`src/hw/rtl/fbfq_pkg.sv`:
```
// Shared types, sizes and codes for the frame buffer flip queue.
// No dependencies; imported by every module of the block.
package fbfq_pkg;

    localparam int QUEUE_DEPTH = 8;
    localparam int ADDR_W      = 32;
    localparam int IDX_W       = (QUEUE_DEPTH > 1) ? $clog2(QUEUE_DEPTH) : 1;
    localparam int CNT_W       = $clog2(QUEUE_DEPTH + 1);

    typedef logic [ADDR_W-1:0] addr_t;
    typedef logic [IDX_W-1:0]  idx_t;
    typedef logic [CNT_W-1:0]  cnt_t;
    typedef logic [2:0]        action_t;
    typedef logic [1:0]        kind_t;

    localparam action_t ACT_FLIP        = 3'd0;
    localparam action_t ACT_FLIP_RESYNC = 3'd1;
    localparam action_t ACT_RELEASE     = 3'd2;
    localparam action_t ACT_END_FRAME   = 3'd3;
    localparam action_t ACT_DRAIN       = 3'd4;
    localparam action_t ACT_READ_FREE   = 3'd5;
    localparam action_t ACT_CLEAR_ALL   = 3'd6;

    localparam kind_t KIND_DONE = 2'd0;
    localparam kind_t KIND_SCAN = 2'd1;
    localparam kind_t KIND_SLOT = 2'd2;

    localparam cnt_t DEPTH_CNT = cnt_t'(QUEUE_DEPTH);
    localparam cnt_t LAST_SLOT = cnt_t'(QUEUE_DEPTH - 1);

    typedef struct packed {
        logic push;
        logic pop;
        logic clear;
    } list_cmd_t;

endpackage

```
`src/hw/rtl/frame_buffer_flip_queue.sv`:
```
// Top level: sequencer and shared slot comparator over the pending queue
// and free list. Depends on fbfq_pkg and fbfq_list.
//
//  channel | signals                                             | dir
//  item    | item_valid item_ready action buffer_address         | in
//  result  | result_valid result_ready result_kind address       | out
//          | dropped last                                        |
//
// The shared comparator makes one slot compare per cycle while a list is scanned.
// flip / release: scan and append to the target list; end_of_frame: promote one entry.
// drain: promote until the pending queue is empty; flip_resync: a flip, then a drain.
// read_free: one beat per free-list slot, held by any result stalls.
// Reset clears all slots, on-screen address and sequencer at once.
// A stalled result holds the sequencer only when it has a new beat to load.
module frame_buffer_flip_queue
    import fbfq_pkg::*;
(
    input  logic    clk,
    input  logic    rst_n,
    input  logic    item_valid,
    output logic    item_ready,
    input  action_t action,
    input  addr_t   buffer_address,
    output logic    result_valid,
    input  logic    result_ready,
    output kind_t   result_kind,
    output addr_t   address,
    output logic    dropped,
    output logic    last
);

    typedef enum logic [2:0] {
        ST_IDLE,
        ST_PUT,
        ST_PROMOTE,
        ST_EMIT_DONE,
        ST_EMIT_SCAN,
        ST_EMIT_SLOT
    } state_t;

    state_t    state_reg;
    action_t   op_reg;
    logic      tgt_fl_reg;
    addr_t     val_reg;
    cnt_t      idx_reg;
    logic      drop_reg;
    addr_t     on_screen_reg;

    logic      out_valid_reg;
    kind_t     out_kind_reg;
    addr_t     out_addr_reg;
    logic      out_drop_reg;
    logic      out_last_reg;

    list_cmd_t pq_cmd, fl_cmd;
    addr_t     pq_rd, fl_rd, pq_head, fl_head;
    cnt_t      pq_cnt, fl_cnt;

    addr_t     sel_rd;
    cnt_t      sel_cnt;
    logic      hit;
    logic      at_end;
    logic      accept;
    logic      out_free;
    logic      out_load;
    logic      put_zero;
    logic      put_push;
    logic      put_done;
    logic      slot_last;
    state_t    after_put;

    fbfq_list u_pq (
        .clk       (clk),
        .rst_n     (rst_n),
        .cmd       (pq_cmd),
        .push_data (val_reg),
        .rd_idx    (idx_reg[IDX_W-1:0]),
        .rd_data   (pq_rd),
        .head      (pq_head),
        .count     (pq_cnt)
    );

    fbfq_list u_fl (
        .clk       (clk),
        .rst_n     (rst_n),
        .cmd       (fl_cmd),
        .push_data (val_reg),
        .rd_idx    (idx_reg[IDX_W-1:0]),
        .rd_data   (fl_rd),
        .head      (fl_head),
        .count     (fl_cnt)
    );

    assign item_ready = (state_reg == ST_IDLE);
    assign accept     = item_valid && item_ready;
    assign out_free   = !out_valid_reg || result_ready;
    assign out_load   = out_free && (state_reg == ST_EMIT_DONE || state_reg == ST_EMIT_SCAN
                                     || state_reg == ST_EMIT_SLOT);

    // shared compare unit
    assign sel_rd    = tgt_fl_reg ? fl_rd : pq_rd;
    assign sel_cnt   = tgt_fl_reg ? fl_cnt : pq_cnt;
    assign hit       = (sel_rd == val_reg);
    assign at_end    = (idx_reg == sel_cnt);
    assign put_zero  = (val_reg == '0);
    assign put_push  = !put_zero && at_end && (sel_cnt != DEPTH_CNT);
    assign put_done  = put_zero || at_end || hit;
    assign slot_last = (idx_reg == LAST_SLOT);

    always_comb
    begin
        if (!tgt_fl_reg)
        begin
            after_put = (op_reg == ACT_FLIP_RESYNC) ? ST_PROMOTE : ST_EMIT_DONE;
        end
        else if (op_reg == ACT_RELEASE)
        begin
            after_put = ST_EMIT_DONE;
        end
        else if (op_reg == ACT_END_FRAME)
        begin
            after_put = ST_EMIT_SCAN;
        end
        else
        begin
            after_put = ST_PROMOTE;
        end
    end

    always_comb
    begin
        pq_cmd = '0;
        fl_cmd = '0;
        unique case (state_reg)
            ST_IDLE:
            begin
                pq_cmd.clear = accept && (action == ACT_CLEAR_ALL);
                fl_cmd.clear = accept && (action == ACT_CLEAR_ALL);
            end
            ST_PUT:
            begin
                pq_cmd.push = put_push && !tgt_fl_reg;
                fl_cmd.push = put_push && tgt_fl_reg;
            end
            ST_PROMOTE:
            begin
                pq_cmd.pop = 1'b1;
            end
            ST_EMIT_SLOT:
            begin
                fl_cmd.clear = out_free && slot_last;
            end
            default:
            begin
                pq_cmd = '0;
                fl_cmd = '0;
            end
        endcase
    end

    always_ff @(posedge clk or negedge rst_n)
    begin
        if (!rst_n)
        begin
            state_reg     <= ST_IDLE;
            op_reg        <= ACT_FLIP;
            tgt_fl_reg    <= 1'b0;
            val_reg       <= '0;
            idx_reg       <= '0;
            drop_reg      <= 1'b0;
            on_screen_reg <= '0;
            out_valid_reg <= 1'b0;
            out_kind_reg  <= KIND_DONE;
            out_addr_reg  <= '0;
            out_drop_reg  <= 1'b0;
            out_last_reg  <= 1'b0;
        end
        else
        begin
            if (result_ready && !out_load)
            begin
                out_valid_reg <= 1'b0;
            end
            unique case (state_reg)
                ST_IDLE:
                begin
                    if (accept)
                    begin
                        op_reg   <= action;
                        drop_reg <= 1'b0;
                        idx_reg  <= '0;
                        val_reg  <= buffer_address;
                        unique case (action)
                            ACT_FLIP, ACT_FLIP_RESYNC:
                            begin
                                tgt_fl_reg <= 1'b0;
                                state_reg  <= ST_PUT;
                            end
                            ACT_RELEASE:
                            begin
                                tgt_fl_reg <= 1'b1;
                                state_reg  <= ST_PUT;
                            end
                            ACT_END_FRAME, ACT_DRAIN:
                            begin
                                state_reg <= ST_PROMOTE;
                            end
                            ACT_READ_FREE:
                            begin
                                state_reg <= ST_EMIT_SLOT;
                            end
                            ACT_CLEAR_ALL:
                            begin
                                on_screen_reg <= '0;
                                state_reg     <= ST_EMIT_DONE;
                            end
                            default:
                            begin
                                state_reg <= ST_EMIT_DONE;
                            end
                        endcase
                    end
                end
                ST_PUT:
                begin
                    if (!put_zero && at_end && sel_cnt == DEPTH_CNT)
                    begin
                        drop_reg <= 1'b1;
                    end
                    if (put_done)
                    begin
                        idx_reg   <= '0;
                        state_reg <= after_put;
                    end
                    else
                    begin
                        idx_reg <= idx_reg + cnt_t'(1);
                    end
                end
                ST_PROMOTE:
                begin
                    if (pq_head != '0)
                    begin
                        val_reg       <= on_screen_reg;
                        on_screen_reg <= pq_head;
                        tgt_fl_reg    <= 1'b1;
                        idx_reg       <= '0;
                        state_reg     <= ST_PUT;
                    end
                    else
                    begin
                        state_reg <= (op_reg == ACT_END_FRAME) ? ST_EMIT_SCAN : ST_EMIT_DONE;
                    end
                end
                ST_EMIT_DONE, ST_EMIT_SCAN:
                begin
                    if (out_free)
                    begin
                        out_valid_reg <= 1'b1;
                        out_kind_reg  <= (state_reg == ST_EMIT_SCAN) ? KIND_SCAN : KIND_DONE;
                        out_addr_reg  <= (state_reg == ST_EMIT_SCAN) ? pq_head : '0;
                        out_drop_reg  <= drop_reg;
                        out_last_reg  <= 1'b1;
                        state_reg     <= ST_IDLE;
                    end
                end
                ST_EMIT_SLOT:
                begin
                    if (out_free)
                    begin
                        out_valid_reg <= 1'b1;
                        out_kind_reg  <= KIND_SLOT;
                        out_addr_reg  <= fl_rd;
                        out_drop_reg  <= 1'b0;
                        out_last_reg  <= slot_last;
                        if (slot_last)
                        begin
                            idx_reg   <= '0;
                            state_reg <= ST_IDLE;
                        end
                        else
                        begin
                            idx_reg <= idx_reg + cnt_t'(1);
                        end
                    end
                end
                default:
                begin
                    state_reg <= ST_IDLE;
                end
            endcase
        end
    end

    assign result_valid = out_valid_reg;
    assign result_kind  = out_kind_reg;
    assign address      = out_addr_reg;
    assign dropped      = out_drop_reg;
    assign last         = out_last_reg;

endmodule

```
`src/hw/rtl/fbfq_list.sv`:
```
// Packed address list: append at the fill count, shift out at slot 0, clear.
// Depends on fbfq_pkg.
module fbfq_list
    import fbfq_pkg::*;
(
    input  logic      clk,
    input  logic      rst_n,
    input  list_cmd_t cmd,
    input  addr_t     push_data,
    input  idx_t      rd_idx,
    output addr_t     rd_data,
    output addr_t     head,
    output cnt_t      count
);

    addr_t slot_reg [QUEUE_DEPTH];
    cnt_t  count_reg;

    always_ff @(posedge clk or negedge rst_n)
    begin
        if (!rst_n)
        begin
            for (int i = 0; i < QUEUE_DEPTH; i++)
            begin
                slot_reg[i] <= '0;
            end
            count_reg <= '0;
        end
        else if (cmd.clear)
        begin
            for (int i = 0; i < QUEUE_DEPTH; i++)
            begin
                slot_reg[i] <= '0;
            end
            count_reg <= '0;
        end
        else if (cmd.pop)
        begin
            for (int i = 0; i < QUEUE_DEPTH - 1; i++)
            begin
                slot_reg[i] <= slot_reg[i+1];
            end
            slot_reg[QUEUE_DEPTH-1] <= '0;
            if (count_reg != '0)
            begin
                count_reg <= count_reg - cnt_t'(1);
            end
        end
        else if (cmd.push && count_reg != DEPTH_CNT)
        begin
            slot_reg[count_reg[IDX_W-1:0]] <= push_data;
            count_reg <= count_reg + cnt_t'(1);
        end
    end

    assign rd_data = slot_reg[rd_idx];
    assign head    = slot_reg[0];
    assign count   = count_reg;

endmodule

```
`config.mk`:
```
export PLATFORM = sky130hd
export DESIGN_NAME = frame_buffer_flip_queue
export DESIGN_NICKNAME = d
export VERILOG_FILES = /design/src/hw/rtl/fbfq_pkg.sv /design/src/hw/rtl/frame_buffer_flip_queue.sv /design/src/hw/rtl/fbfq_list.sv
export SDC_FILE = /design/constraint.sdc
export NUM_CORES = 1
export LEC_CHECK = 0
export ABC_AREA = 1
export BUFFER_PORTS_ARGS = -buffer_cell sky130_fd_sc_hd__buf_2
export CORE_ASPECT_RATIO = 1.4
export CORE_MARGIN = 10
export CORE_UTILIZATION = 61
export CTS_BUF_LIST = sky130_fd_sc_hd__clkbuf_8 sky130_fd_sc_hd__clkbuf_16
export DETAILED_ROUTE_END_ITERATION = 8
export PLACE_DENSITY = 0.78
export SLEW_MARGIN = 20
export SYNTH_ARGS = -nofsm -noshare
export SYNTH_HDL_FRONTEND = slang
export SYNTH_SLANG_ARGS = --single-unit
export TNS_END_PERCENT = 50
```
`constraint.sdc`:
```
create_clock -name clk -period 3.2 [get_ports clk]
set_input_delay 0.64 -clock clk [delete_from_list [all_inputs] [get_ports clk]]
set_output_delay 0.64 -clock clk [all_outputs]
set_load 0.05 [all_outputs]
```
==> metrics <==
status finished clean; vias in the first global route around 29,000; Fin. Hold Viols 0; ys async rst share 1.000; gp weighted congestion 0.9473; Final setup violation count 0; total power between 30 and 40 mW; crit share post-route 0.9476; Antenna Nets Post-Route 0; CTS Buffer Depth 3; Slew Viols, Final 0; fmax 329.8 MHz; worst clock skew 0.02433 ns; core box area 53,180 um2; Post-CTS Setup Inserts 0; drt total wl 100,300 um; Post-DP HPWL 64,060 um; initial antenna violation count 0; I/O pin cnt 77; RSZ-0062 raised after global routing false; vias per cell 6.254; Max-Cap Viols 0; worst hold margin 0.01154 ns; Die Ht between 200 and 300 um; CTS tree yes; number of synthesized flops with an enable pin 0; die footprint 63,390 um2; initial DRC count between 3,000 and 4,000; CP Capture Type register; final core utilization 0.6778; Clk pin slew, worst setup/hold paths 0.06 ns; number of CTS-inserted buffers 60; first-pass GRT wire length between 150,000 and 200,000 um; FILL cells 4,357; hold crit path type in2async; ant diodes 0; FF+latch count, synth 633; Setup CP Type reg2reg; drt wl/cell approximately 20 um; Critical Path Start Type register; Synth Instances around 4,200; row count 100; sequential-to-total area share from yosys stat 0.4845; Tightest Pin Transition roughly 1.3 ns; CTS-repair resized insts 0; yosys synthesis warning count 0; Netlist cell types 41; CP max FO 39; Layout Cells excl Fill 4,904; Port Buffer Count 76; worst r2r src idx_reg[0]; post-synthesis cell area 32,700 um2; CTS Hold Bufs 0; vias 30,670; CTS root buf clkbuf_16; clk_lat worst skew 0.65 ns; Synth Flop Type dfrtp_1; clk sinks 633; GRT Overall Usage 0.3115; drt pass-1 iters 8; CP startpoint idx_reg[0]; die width 215.7 um; Max VDD drop a little over 0.0007 V; LEAKAGE 16.73 nW; H-tree depth 2; fraction of layout cells with a size suffix above 1 0.07757; Layout Nets 4,191; TNS Setup 0 ns; Initial Utilization 0.6148; worst endpoint required time ~3.7 ns; pin count of the biggest net entering global routing 227; Rel. slew slack 0.1646; Synth Area per Inst 7.746 um2; arrival time of the worst setup path 3.53 ns; power per cell area 1050 nW/um2; Cell Count Post-Placement 4,798; net count after synthesis 4,266; post-layout min period roughly 3.0 ns; Overflow after GRT 0; post-route DRC violation count 0; Syn-to-layout area delta 10.24%
area by class of cell:
type | count | area [um2] | share of cell area
Clock buffer | 81 | 1802 | 0.04999
Clock inverter | 25 | 150.1 | 0.004166
Inverter | 478 | 1821 | 0.05051
Multi-Input combinational cell | 2795 | 13730 | 0.3811
Sequential cell | 633 | 15850 | 0.4397
Tap cell | 714 | 893.4 | 0.02479
Timing Repair Buffer | 178 | 1793 | 0.04975
worst max-delay path, stage by stage (launching register included):
cell	delay, ns
dfrtp_4	0.56
clkinv_8	0.19
buf_12	0.22
o21ai_0	0.21
nand3_1	0.21
nand3_1	0.17
nand3_1	0.08
nand2_1	0.08
nand2_1	0.06
nor2_2	0.22
nand2_1	0.18
nor2_1	0.12
nand2_1	0.09
nand2_1	0.12
nand3_1	0.18
nand2_1	0.09
o21ai_0	0.08
metrics by stage:
stage,cell area (um2),setup WS (ns)
2_1_floorplan,32700,0.6546
3_5_place_dp,34070,0.1613
3_3_place_gp,34070,0.2654
6_report,36040,0.1675
4_1_cts,36020,0.1533
5_1_grt,36040,0.01232
cell usage after synthesis, drive strengths merged, types with 16 or more instances:
| cell | count | share of area |
|---|---|---|
| clkbuf | 178 | 0.020 |
| inv | 478 | 0.055 |
| nand3 | 576 | 0.088 |
| nand2 | 924 | 0.11 |
| buf | 137 | 0.021 |
| o21ai | 598 | 0.092 |
| a2bb2oi | 31 | 0.0083 |
| nand3b | 33 | 0.0076 |
| a21oi | 53 | 0.0081 |
| nor4 | 16 | 0.0031 |
| o22ai | 289 | 0.055 |
| nor2 | 133 | 0.016 |
| o211ai | 100 | 0.023 |
| dfrtp | 633 | 0.48 |
path summary, 6_finish.rpt:
kind                                     end  slack (ns)  cells past startpoint
max in group asynchronous         idx_reg[0]        2.28                      2
setup / recovery                state_reg[1]        0.17                     16
min in group clk                 val_reg[17]        0.27                      3
hold / removal             u_fl.slot_reg[77]        0.01                      1
setup reg to reg                state_reg[1]        0.17                     16
hold reg to reg                         last        0.48                      2
per-layer routing:
metal | routed length (um) | track usage | up-vias
li1 | - | - | 14081
met1 | 40090 | 0.4147 | 14645
met2 | 46860 | 0.4897 | 1657
met3 | 8581 | 0.04710 | 287
met4 | 4781 | 0.1564 | 0
met5 | 0 | 0 | -
cell usage in the layout (no fill, tap or decap), drive strengths merged, types with 2 or more instances in the layout:
master,synthesis,final
nand2,924,924
nand3b,33,33
xor2,6,6
inv,478,486
a2bb2oi,31,31
clkbuf,178,81
clkinv,0,15
nand3,576,576
dfrtp,633,633
o21ai,598,598
buf,137,178
nor2,133,133
a311oi,3,3
o31ai,2,2
nor3,11,11
o22ai,289,289
o211ai,100,100
nor4,16,16
nand4,5,5
a21oi,53,53
ha,5,5
power breakdown:
part	internal [mW]	leakage [nW]	switching [mW]
clock network	3.98	1.01	3.14
registers	11.0	7.85	1.95
logic	5.41	7.87	12.4
logic make-up after synthesis:
group / count (synthesis) / synth area share
simple gates: 1701 / 0.2251
compound gates: 1081 / 0.1897
buf+inv: 793 / 0.09640
flops: 633 / 0.4845
xor+xnor: 7 / 0.001875
fa+ha+maj: 6 / 0.002526
Power figures use the tool's default switching activity.
